[config.mk]
export PLATFORM = sky130hd
export DESIGN_NAME = msb_first_bitfield_packer
export DESIGN_NICKNAME = d
export VERILOG_FILES = /design/src/rtl/mbp_pkg.sv /design/src/rtl/mbp_front.sv /design/src/rtl/mbp_queue.sv /design/src/rtl/mbp_back.sv /design/src/rtl/msb_first_bitfield_packer.sv
export SDC_FILE = /design/constraint.sdc
export NUM_CORES = 1
export LEC_CHECK = 0
export BUFFER_PORTS_ARGS = -buffer_cell sky130_fd_sc_hd__buf_4
export CORE_ASPECT_RATIO = 0.9
export CORE_MARGIN = 2
export CORE_UTILIZATION = 45
export DETAILED_ROUTE_END_ITERATION = 12
export GPL_ROUTABILITY_DRIVEN = 0
export PLACE_DENSITY_LB_ADDON = 0.15
export SETUP_SLACK_MARGIN = 0.02
export SKIP_CTS_REPAIR_TIMING = 1
export SYNTH_ARGS = -nofsm -noshare
export SYNTH_HDL_FRONTEND = slang
export SYNTH_SLANG_ARGS = --single-unit
[constraint.sdc]
create_clock -name clk -period 13.03 [get_ports clk]
set_input_delay 3.909 -clock clk [delete_from_list [all_inputs] [get_ports clk]]
set_output_delay 3.909 -clock clk [all_outputs]
set_load 0.03 [all_outputs]
[src/rtl/mbp_pkg.sv]
// Shared types and constants for the MSB-first bit-field packer.
// No dependencies; every other file in rtl refers to this package by scoped names.
`timescale 1ns / 1ps

package mbp_pkg;

	// Default for the widest field the packer accepts.
	localparam int unsigned MAX_FIELD_BITS_DEF = 32;

	localparam int unsigned BYTE_BITS  = 8;
	localparam int unsigned VALUE_BITS = 32;
	localparam int unsigned PEND_W     = 7;  // pending partial-byte bits
	localparam int unsigned CNT_W      = 3;  // pending bit count, 0..7
	localparam int unsigned SAT_W      = 7;  // width used while saturating field_width

	// Job queue between the front and back ends.
	localparam int unsigned QUEUE_DEPTH = 2;
	localparam int unsigned QPTR_W      = 1;
	localparam int unsigned QCNT_W      = 2;

	typedef enum logic [1:0] {
		OP_APPEND = 2'd0,
		OP_BEGIN  = 2'd1,
		OP_END    = 2'd2
	} opcode_t;

	typedef struct packed {
		logic [1:0]  opcode;
		logic [31:0] field_value;
		logic [5:0]  field_width;
	} req_t;

	typedef struct packed {
		logic [7:0] out_byte;
		logic       last_of_item;
	} rsp_t;

endpackage

[src/rtl/mbp_front.sv]
// Front end of the bit-field packer: accepts items, merges them with the pending bits
// and hands complete bytes to the job queue. Depends on mbp_pkg.
`timescale 1ns / 1ps

module mbp_front #(
	parameter int unsigned MAX_FIELD_BITS = mbp_pkg::MAX_FIELD_BITS_DEF,
	localparam int unsigned ACC_W  = MAX_FIELD_BITS + mbp_pkg::PEND_W,
	localparam int unsigned NBYTES = (MAX_FIELD_BITS + 7) / 8,
	localparam int unsigned DATA_W = NBYTES * mbp_pkg::BYTE_BITS,
	localparam int unsigned NB_W   = $clog2(NBYTES + 1),
	localparam int unsigned WW     = $clog2(MAX_FIELD_BITS + 1),
	localparam int unsigned TW     = $clog2(ACC_W + 1),
	localparam int unsigned EXT_W  = MAX_FIELD_BITS + mbp_pkg::VALUE_BITS
) (
	input  logic                 clk,
	input  logic                 arst_n,
	input  logic                 req_valid,
	output logic                 req_ready,
	input  mbp_pkg::req_t        req,
	input  logic                 q_full,
	output logic                 q_push,
	output logic [DATA_W-1:0]    q_data,
	output logic [NB_W-1:0]      q_nbytes
);

	logic [mbp_pkg::PEND_W-1:0] pend_bits_q;
	logic [mbp_pkg::CNT_W-1:0]  pend_cnt_q;

	logic [mbp_pkg::SAT_W-1:0]  fw_ext;
	logic [mbp_pkg::SAT_W-1:0]  fw_sat;
	logic [WW-1:0]              eff_w;
	logic [EXT_W-1:0]           val_ext;
	logic [MAX_FIELD_BITS-1:0]  val_masked;
	logic [ACC_W-1:0]           acc;
	logic [ACC_W-1:0]           aligned;
	logic [TW-1:0]              total;
	logic [2:0]                 rem;
	logic [mbp_pkg::PEND_W-1:0] pend_next;
	logic                       accept;

	assign req_ready = !q_full;
	assign accept    = req_valid && req_ready;

	always_comb begin
		fw_ext = {1'b0, req.field_width};
		fw_sat = (fw_ext > mbp_pkg::SAT_W'(MAX_FIELD_BITS)) ?
			mbp_pkg::SAT_W'(MAX_FIELD_BITS) : fw_ext;

		// An end item behaves as an append of zeros up to the next byte boundary.
		unique case (req.opcode)
			mbp_pkg::OP_APPEND: eff_w = WW'(fw_sat);
			mbp_pkg::OP_END: begin
				if (pend_cnt_q != '0)
					eff_w = WW'(mbp_pkg::BYTE_BITS) - WW'(pend_cnt_q);
				else
					eff_w = '0;
			end
			default: eff_w = '0;
		endcase

		val_ext = EXT_W'(req.field_value);
		for (int i = 0; i < int'(MAX_FIELD_BITS); i++)
			val_masked[i] = val_ext[i] && (i < int'(eff_w)) &&
				(req.opcode == mbp_pkg::OP_APPEND);

		acc       = (ACC_W'(pend_bits_q) << eff_w) | ACC_W'(val_masked);
		total     = TW'(pend_cnt_q) + TW'(eff_w);
		rem       = total[2:0];
		aligned   = acc << (TW'(ACC_W) - total);
		pend_next = mbp_pkg::PEND_W'(acc) & ~({mbp_pkg::PEND_W{1'b1}} << rem);

		q_data   = aligned[ACC_W-1 -: DATA_W];
		q_nbytes = NB_W'(total >> 3);
		q_push   = accept && (q_nbytes != '0);
	end

	always_ff @(posedge clk or negedge arst_n) begin
		if (!arst_n) begin
			pend_bits_q <= '0;
			pend_cnt_q  <= '0;
		end else if (accept) begin
			unique case (req.opcode) inside
				mbp_pkg::OP_APPEND, mbp_pkg::OP_END: begin
					pend_bits_q <= pend_next;
					pend_cnt_q  <= rem;
				end
				mbp_pkg::OP_BEGIN: begin
					pend_bits_q <= '0;
					pend_cnt_q  <= '0;
				end
				default: begin
					pend_bits_q <= pend_bits_q;
					pend_cnt_q  <= pend_cnt_q;
				end
			endcase
		end
	end

endmodule

[src/rtl/mbp_queue.sv]
// Two-entry job queue between the packer's front and back ends.
// Depends on mbp_pkg for depth and pointer widths.
`timescale 1ns / 1ps

module mbp_queue #(
	parameter int unsigned MAX_FIELD_BITS = mbp_pkg::MAX_FIELD_BITS_DEF,
	localparam int unsigned NBYTES = (MAX_FIELD_BITS + 7) / 8,
	localparam int unsigned DATA_W = NBYTES * mbp_pkg::BYTE_BITS,
	localparam int unsigned NB_W   = $clog2(NBYTES + 1)
) (
	input  logic              clk,
	input  logic              arst_n,
	input  logic              push,
	input  logic [DATA_W-1:0] push_data,
	input  logic [NB_W-1:0]   push_nbytes,
	output logic              full,
	input  logic              pop,
	output logic              empty,
	output logic [DATA_W-1:0] head_data,
	output logic [NB_W-1:0]   head_nbytes
);

	logic [DATA_W-1:0]          data_mem [mbp_pkg::QUEUE_DEPTH];
	logic [NB_W-1:0]            nb_mem   [mbp_pkg::QUEUE_DEPTH];
	logic [mbp_pkg::QPTR_W-1:0] wr_ptr_q;
	logic [mbp_pkg::QPTR_W-1:0] rd_ptr_q;
	logic [mbp_pkg::QCNT_W-1:0] cnt_q;

	assign full        = (cnt_q == mbp_pkg::QCNT_W'(mbp_pkg::QUEUE_DEPTH));
	assign empty       = (cnt_q == '0);
	assign head_data   = data_mem[rd_ptr_q];
	assign head_nbytes = nb_mem[rd_ptr_q];

	always_ff @(posedge clk) begin
		if (push) begin
			data_mem[wr_ptr_q] <= push_data;
			nb_mem[wr_ptr_q]   <= push_nbytes;
		end
	end

	always_ff @(posedge clk or negedge arst_n) begin
		if (!arst_n) begin
			wr_ptr_q <= '0;
			rd_ptr_q <= '0;
			cnt_q    <= '0;
		end else begin
			if (push)
				wr_ptr_q <= wr_ptr_q + 1'b1;
			if (pop)
				rd_ptr_q <= rd_ptr_q + 1'b1;
			if (push && !pop)
				cnt_q <= cnt_q + 1'b1;
			else if (pop && !push)
				cnt_q <= cnt_q - 1'b1;
		end
	end

endmodule

[src/rtl/mbp_back.sv]
// Back end of the bit-field packer: unloads one job at a time from the queue and
// sends its bytes out, one per beat. Depends on mbp_pkg.
`timescale 1ns / 1ps

module mbp_back #(
	parameter int unsigned MAX_FIELD_BITS = mbp_pkg::MAX_FIELD_BITS_DEF,
	localparam int unsigned NBYTES = (MAX_FIELD_BITS + 7) / 8,
	localparam int unsigned DATA_W = NBYTES * mbp_pkg::BYTE_BITS,
	localparam int unsigned NB_W   = $clog2(NBYTES + 1)
) (
	input  logic              clk,
	input  logic              arst_n,
	input  logic              q_empty,
	input  logic [DATA_W-1:0] q_data,
	input  logic [NB_W-1:0]   q_nbytes,
	output logic              q_pop,
	output logic              rsp_valid,
	input  logic              rsp_ready,
	output mbp_pkg::rsp_t     rsp
);

	logic [DATA_W-1:0] data_q;
	logic [NB_W-1:0]   rem_q;
	logic              beat;

	assign rsp_valid         = (rem_q != '0);
	assign beat              = rsp_valid && rsp_ready;
	assign rsp.out_byte      = data_q[DATA_W-1 -: mbp_pkg::BYTE_BITS];
	assign rsp.last_of_item  = (rem_q == NB_W'(1));

	// Take the next job as soon as the current one has no bytes left after this beat.
	assign q_pop = !q_empty && (!rsp_valid || (rsp.last_of_item && rsp_ready));

	always_ff @(posedge clk or negedge arst_n) begin
		if (!arst_n)
			rem_q <= '0;
		else if (q_pop)
			rem_q <= q_nbytes;
		else if (beat)
			rem_q <= rem_q - 1'b1;
	end

	always_ff @(posedge clk) begin
		if (q_pop)
			data_q <= q_data;
		else if (beat)
			data_q <= data_q << mbp_pkg::BYTE_BITS;
	end

endmodule

[src/rtl/msb_first_bitfield_packer.sv]
// Top level of the MSB-first bit-field packer.
// Instantiates mbp_front, mbp_queue and mbp_back; types and constants come from mbp_pkg.
`timescale 1ns / 1ps

// The packer turns a stream of variable-width fields into bytes, most significant bit
// first. An append beat adds the low field_width bits of field_value (widths above
// MAX_FIELD_BITS are clamped) to a partial byte of up to seven bits; every byte that
// fills up leaves on the rsp channel. A begin beat drops the partial byte, and an end
// beat sends any partial byte left-aligned and zero-padded, then clears it. The final
// byte that one request produces carries last_of_item; requests that complete no byte
// (begin, short appends, an end with nothing pending, the unused opcode) produce no beat.
// Timing: the front end merges a request with the pending bits in the cycle it is
// accepted and writes the completed bytes, as one job, into a two-entry queue. The back
// end sends one byte per cycle while rsp_ready is high; a request completes up to
// (MAX_FIELD_BITS + 7) / 8 bytes, which is four for 32-bit fields.
// Requests are taken back to back whenever the queue has room. The first byte of a
// request passes through the queue entry and then the back end's output register
// before it appears on rsp, and it waits behind any earlier job. Sustained throughput
// is one output byte per cycle while rsp_ready is high, set by the output shift register.

module msb_first_bitfield_packer #(
	parameter int unsigned MAX_FIELD_BITS = mbp_pkg::MAX_FIELD_BITS_DEF,
	localparam int unsigned NBYTES = (MAX_FIELD_BITS + 7) / 8,
	localparam int unsigned DATA_W = NBYTES * mbp_pkg::BYTE_BITS,
	localparam int unsigned NB_W   = $clog2(NBYTES + 1)
) (
	input  logic          clk,
	input  logic          arst_n,
	input  logic          req_valid,
	output logic          req_ready,
	input  mbp_pkg::req_t req,
	output logic          rsp_valid,
	input  logic          rsp_ready,
	output mbp_pkg::rsp_t rsp
);

	// Job handoff between the front end and the back end.
	logic              q_push;
	logic              q_pop;
	logic              q_full;
	logic              q_empty;
	logic [DATA_W-1:0] push_data;
	logic [NB_W-1:0]   push_nbytes;
	logic [DATA_W-1:0] head_data;
	logic [NB_W-1:0]   head_nbytes;

	// The front end owns the pending partial byte and is the only place that
	// changes it, so begin and end take effect in request order no matter how
	// far behind the output is.
	mbp_front #(
		.MAX_FIELD_BITS(MAX_FIELD_BITS)
	) u_front (
		.clk       (clk),
		.arst_n    (arst_n),
		.req_valid (req_valid),
		.req_ready (req_ready),
		.req       (req),
		.q_full    (q_full),
		.q_push    (q_push),
		.q_data    (push_data),
		.q_nbytes  (push_nbytes)
	);

	// Each queue entry holds the completed bytes of one request, left-aligned,
	// with their count.
	mbp_queue #(
		.MAX_FIELD_BITS(MAX_FIELD_BITS)
	) u_queue (
		.clk         (clk),
		.arst_n      (arst_n),
		.push        (q_push),
		.push_data   (push_data),
		.push_nbytes (push_nbytes),
		.full        (q_full),
		.pop         (q_pop),
		.empty       (q_empty),
		.head_data   (head_data),
		.head_nbytes (head_nbytes)
	);

	// The back end shifts a job out a byte per beat and refills from the queue in
	// the same cycle that the last byte of the previous job leaves.
	mbp_back #(
		.MAX_FIELD_BITS(MAX_FIELD_BITS)
	) u_back (
		.clk       (clk),
		.arst_n    (arst_n),
		.q_empty   (q_empty),
		.q_data    (head_data),
		.q_nbytes  (head_nbytes),
		.q_pop     (q_pop),
		.rsp_valid (rsp_valid),
		.rsp_ready (rsp_ready),
		.rsp       (rsp)
	);

`ifndef SYNTHESIS
	// The queue is never written while full or read while empty.
	assert property (@(posedge clk) disable iff (!arst_n) q_push |-> !q_full)
		else $error("job pushed into a full queue");

	assert property (@(posedge clk) disable iff (!arst_n) q_pop |-> !q_empty)
		else $error("job popped from an empty queue");

	// Bytes of one request leave without gaps: a byte that is not the last of its
	// request is always followed by another valid byte.
	assert property (@(posedge clk) disable iff (!arst_n)
		rsp_valid && !rsp.last_of_item |=> rsp_valid)
		else $error("request output ended before its last byte");

	// A begin request only clears the pending bits and never queues a job.
	assert property (@(posedge clk) disable iff (!arst_n)
		req_valid && req_ready && (req.opcode == mbp_pkg::OP_BEGIN) |-> !q_push)
		else $error("begin request produced output bytes");
`endif

endmodule

## Word level (Yosys, flattened, before mapping)

Memories as Yosys holds them, arrays and structs flattened.
Index checks and enable logic that the tools add are counted.
W data, S select, Z words.

| cells by class | value |
|---|---|
| add/sub/neg operators | 8 |
| magnitude comparators | 33 |
| eq/ne operators | 4 |
| shift-type cells | 3 |
| multiplexer cells | 13 |
| bitwise operators | 3 |
| reductions and logical operators | 87 |

Operator list:

| cell | number |
|---|---|
| $lt A5 B6 Y1 const A | 16 |
| $logic_and A1 B1 Y1 | 71 |
| $mux W32 | 2 |
| $lt A4 B6 Y1 const A | 8 |
| $or A39 B32 Y39 | 1 |
| $shl A39 B6 Y39 | 1 |
| $shl A7 B6 Y39 | 1 |
| $lt A3 B6 Y1 const A | 4 |
| $pmux W7 S2 | 1 |
| $lt A1 B6 Y1 const A | 2 |
| $lt A2 B6 Y1 const A | 2 |
| $mux W6 | 2 |
| $pmux W6 S2 | 1 |
| $reduce_bool A3 Y1 | 3 |
| $and A7 B7 Y7 | 1 |
| $not A7 Y7 | 1 |
| $shl A7 B3 Y7 const A | 1 |
| $add A3 B6 Y6 | 1 |
| $gt A6 B6 Y1 const B | 1 |
| $mux W3 | 2 |
| $pmux W3 S2 | 1 |
| $reduce_bool A2 Y1 | 3 |
| $sub A6 B6 Y6 const A | 1 |
| $logic_not A1 Y1 | 5 |
| other kinds (14) | 19 |

| word-level totals | value |
|---|---|
| register bits | 49 |
| memory bits (writable) | 70 |
| bits of input ports | 44 |
| output and inout port bits | 11 |
| word-level logic and storage cells | 160 |
| memories kept | 2 |

Memories:

| name | depth | bits a word | rd ports | clocked after memory_dff | wr ports | RTL line | RTL |
|---|---|---|---|---|---|---|---|
| u_queue.data_mem | 2 | 32 | 1 | 0 | 1 | mbp_queue.sv:23 | `logic [DATA_W-1:0] data_mem [mbp_pkg::QUEUE_DEPTH];` |
| u_queue.nb_mem | 2 | 3 | 1 | 0 | 1 | mbp_queue.sv:24 | `logic [NB_W-1:0] nb_mem [mbp_pkg::QUEUE_DEPTH];` |

## Depth between registers and ports, before layout

| depth | value |
|---|---|
| depth after elaboration | 10 |
| gate-level depth with buffers | 23 |
| depth with buffers taken out | 21 |

## Cells and area by module

A second synthesis with hierarchy kept.

| second synthesis, totals | value |
|---|---|
| cell total of the unflattened synthesis | 994 |
| area total of the unflattened synthesis | 9288.9 um^2 |

By module, submodules not included:

| module | instances | cells an instance | area each (um^2) | sequential area each (um^2) |
|---|---|---|---|---|
| mbp_front | 1 | 716 | 4807.1 | 250.2 |
| mbp_queue | 1 | 125 | 2862.7 | 2202.1 |
| mbp_back | 1 | 153 | 1619.1 | 1036.0 |

## Worst setup path before layout

OpenSTA, ideal clock, no wires.

| timing path | value |
|---|---|
| path kind | input -> register |
| from | input port req[5] (netlist bit) |
| to | memory u_queue.data_mem[0][0] (netlist bit) (enable) |
| setup time | 0.471 ns |
| data arrival time | 9.239 ns |
| required time | 12.559 ns |
| slack | 3.320 ns |
| cell stages on the path | 14 |
| buffers on the path | 5 |
| cell sequence | buf_2 -> or4b_4 -> nand2_2 -> buf_4 -> buf_4 -> ha_1 -> a21o_1 -> a21oi_1 -> xnor2_4 -> clkbuf_1 -> clkbuf_1 -> ha_1 -> ha_1 -> nor3_1 |

| on the way | value |
|---|---|
| word-level cells in the longest chain between the ends | 8 |

Ends and longest elaborated chain:

| what | RTL line | RTL |
|---|---|---|
| from (decl) | msb_first_bitfield_packer.sv:31 | `input mbp_pkg::req_t req,` |
| $gt A6 B6 Y1 | mbp_front.sv:46 | `fw_sat = (fw_ext > mbp_pkg::SAT_W'(MAX_FIELD_BITS)) ?` |
| $mux W6 (*) | mbp_front.sv:46 |  |
| $pmux W6 S2 (*) | mbp_front.sv:50 | `unique case (req.opcode)` |
| $add A3 B6 Y6 (*) | mbp_front.sv:67 | `total = TW'(pend_cnt_q) + TW'(eff_w);` |
| $reduce_bool A3 Y1 (*) | mbp_front.sv:74 | `q_push = accept && (q_nbytes != '0);` |
| $logic_and A1 B1 Y1 (*) | mbp_front.sv:74 |  |
| $mux W1 (*) | mbp_queue.sv:35 | `if (push) begin` |
| $mux W1 (not written as such) (*) | mbp_queue.sv:36 | `data_mem[wr_ptr_q] <= push_data;` |
| to (decl) | mbp_queue.sv:23 |  |

Mark *: on every way between the ends. The rest lies on a longest branch, timed or not.

## Worst setup path in the final report

| timing path | value |
|---|---|
| from | input port req[39] (netlist bit) |
| to | memory u_queue.data_mem[0][13] (netlist bit), data pin |

| on the way | value |
|---|---|
| word-level cells in the longest chain between the ends | 7 |
| elaborated cells on any way between the ends | 104 |
| those cells by class | 2 x add/sub; 32 x order compare; 1 x eq/ne; 2 x shift; 1 x mux; 1 x bitwise; 65 x reduce/logical |

Ends and longest elaborated chain:

| what | RTL line | RTL |
|---|---|---|
| parallel branches: the longest is 6 deep, another holds $add A3 B6 Y6 | - |  |
| $shl A39 B6 Y39 (*) | mbp_front.sv:69 | `aligned = acc << (TW'(ACC_W) - total);` |
| via push_data[13] | msb_first_bitfield_packer.sv:42 | `logic [DATA_W-1:0] push_data;` |

Mark *: on every way through the listed nets, which the timed path passes.

==> results.yml <==
synthesis:
  synth_nets: 1060
  synthFlopType: "edfxtp_1"
  synth_top_area_share_pct: 33.60
  synth_area_leader_cell: "edfxtp_1"
  synth-seq-cells: 119
  synth.distinct_cells: 92
  yosysSeqAreaShare_pct: 38.27
  synth-edff-count: 102
  avgSynthCellArea_um2: 9.079
  synth_cells: 1004
  synthTopCellsByArea: "edfxtp_1 (34%), mux2i_1 (5.4%), o21ai_0 (4.7%)"
  yosys_warnings: 0
  ys_async_sr_fraction_pct: 14.29
  syn_area_um2: 9115
sta:
  report.final.hold_viol_count: 0
  max-slew-margin-rel_pct: 19.33
  finalCriticalPeriod_ns: 9.017
  fmax_mhz: 110.9
  worst_pin_slew_ns: 1.200
  clock_skew_ns: 0.01724
  rsz0062_at_grt: "no"
  finalSetupViolations: 0
  finalCritPeriodShare_pct: 69.20
  timing.setup.tns_ns: 0
  whs_ns: 0.4898
  drv_slew: 0
setup_path:
  worstRegToRegCells: 17
  r2r_start: "u_front.pend_cnt_q[0]"
  arrival_ns: 9.21
  cp-end-kind: "register"
  r2r_setup_slack_ns: 6.69
  crit_type: "input port to register"
  r2r-end: "u_queue.data_mem[0][13]"
  startpoint_type: "input port"
  cp.required_ns: 13.23
  path_max_fanout: 40
routing:
  wl_um: 29440
  antenna_left: 0
  wl_per_cell_um: 23.12
  viasPerCell: 6.846
  firstDrtPassIters: 5
  drc: 0
  drt_iter0_markers: 1446
  num_vias: 8715
layout:
  multi_input_area_um2: 5117
  diodes: 0
  stdcell_count: 1273
  drive_gt1_share_pct: 16.01
  filler_cell_count: 1834
  nets: 1061
  layout_common_cells: "nand2_1 (112), edfxtp_1 (102), o21ai_0 (86), nor2_1 (73), buf_4 (68)"
  final_area_um2: 10160
  ff_latch_area_um2: 3490
  final_common_cell: "nand2_1"
  syn_to_final_growth_pct: 11.45
global_routing:
  grt_util_met2_pct: 37.83
  grt_max_degree: 60
  gr-usage-met1_pct: 41.00
  grt_pass1_vias: 7879
  grtUsageTotal_pct: 27.43
  grtUsageMet3_pct: 8.063
  grt.busiest_layer: "met1"
  antenna_found_initial: 2
  grt_pass1_wl_um: 45710
  grt-ovfl-total: 0
floorplan:
  die_area_um2: 21410
  start_util_pct: 45.75
  ios: 55
  die_w_um: 154.0
  fp.coreArea_um2: 19930
  num_rows: 49
  fp.dieH_um: 139.0
clocking:
  cts_max_level: 4
  tritoncts: "done"
  path_clk_slew_ns: 0.06
  root_buffer: "clkbuf_16"
  numCtsBuffers: 17
  cts.sink_count: 119
  clk_path_buf_depth: 2
  insertion_delay_ns: 0.41
flow_run:
  max_cap_violations: 0
power:
  total_leakage_power_uw: 0.003723
  vdd_drop_max_mv: 0.1196
  power_density_nw_per_um2: 251.5
  power_uw: 2555
min_path:
  hold_end: "u_queue.cnt_q[1]"
  holdPathStages: 1
  hold_path.class: "register to register"
  min_from: "u_queue.cnt_q[1]"
placed_design:
  io_buffers: 54
  dp_hpwl_um: 21430
  dp_cells: 1241
  placed_cell_area_um2: 9534
run_status:
  status: "completed"
-- cell type report --
| type | instances | area share [%] |
|---|---|---|
| Clock buffer | 28 | 5.924 |
| Inverter | 26 | 0.9607 |
| Tap cell | 255 | 3.141 |
| Timing Repair Buffer | 68 | 5.025 |
| Clock inverter | 4 | 0.2217 |
| Sequential cell | 119 | 34.35 |
| Multi-Input combinational cell | 773 | 50.38 |
-- synthesized netlist by cell type, types with 7 or more instances --
master	count
a211oi_1	19
a21oi_1	32
a211o_1	9
buf_4	15
nor3_1	16
a21o_1	9
o31ai_1	12
clkbuf_1	50
o221ai_1	9
dfrtp_1	17
ha_1	11
nand2_1	112
o21ai_1	15
mux2i_1	49
o21ai_0	86
o211ai_1	29
inv_1	18
mux2_2	10
nor2_1	73
a31oi_1	20
nor4_1	7
buf_1	7
a32oi_1	11
buf_2	8
a22oi_1	7
edfxtp_1	102
nand4_1	14
nand3_1	55
o22ai_1	18
-- worst max-delay path: stages --
cell and delay, ns:
buf_4 0.24, or2_4 0.20, o22a_2 0.66, inv_2 0.35, ha_1 0.48, a21oi_1 0.43
xnor2_4 0.16, buf_4 0.38, clkinv_1 0.78, nor2_1 0.64, nand2_1 0.20, o221a_2 0.34
nand3_1 0.12, nand2_1 0.07, a21oi_1 0.22
-- registers in the layout (all words and copies together), names as in the netlist --
name / cells
u_back.rem_q: 3
u_queue.cnt_q: 2
u_front.pend_cnt_q: 3
u_queue.rd_ptr_q: 1
u_queue.nb_mem: 6
u_front.pend_bits_q: 7
u_queue.wr_ptr_q: 1
u_back.data_q: 32
u_queue.data_mem: 64
-- how the worst max path moves through the flow --
stage,start,endpoint,slack [ns],depth (start not counted)
global route,req[39],u_queue.data_mem[0][30],3.74,15
global placement,req[39],u_queue.data_mem[0][13],3.96,15
finish,req[39],u_queue.data_mem[0][13],4.01,15
CTS,req[39],u_queue.data_mem[0][13],4.24,15
detailed placement,req[39],u_queue.data_mem[0][13],3.81,15
floorplan,req[5],u_queue.data_mem[0][0],3.32,14
-- metal layers --
layer,up-vias,wire length [µm]
met3,78,3430
met5,-,40
li1,3921,-
met4,4,782
met1,4152,13100
met2,560,12080
-- stage by stage --
| stage | setup WS, ns | util, % |
|---|---|---|
| 2_1_floorplan | 3.320 | - |
| 3_3_place_gp | 3.955 | 47.85 |
| 3_5_place_dp | 3.808 | 47.85 |
| 4_1_cts | 4.235 | 50.98 |
| 5_1_grt | 3.741 | 50.98 |
| 6_report | 4.013 | 50.98 |
-- power by group --
group / internal [µW] / leakage [µW] / total, µW / switching, µW
logic: 466 / 0.00222 / 1470 / 1000
clock network: 313 / 0.000309 / 464 / 151
registers: 583 / 0.00119 / 625 / 41.2
total: 1360 / 0.00372 / 2550 / 1190
-- cells by family after synthesis --
group                      Yosys count  synth area share [%]
and+or+nand+nor                    330                 18.00
xor gates and xnor gates             9                 1.071
AOI/OAI and AO/OA                  359                 27.49
muxes                               63                 7.605
buffers and inverters              112                 5.834
adders and majority gates           12                 1.730
DFF                                119                 38.27
(Power assumes the default switching activity.)
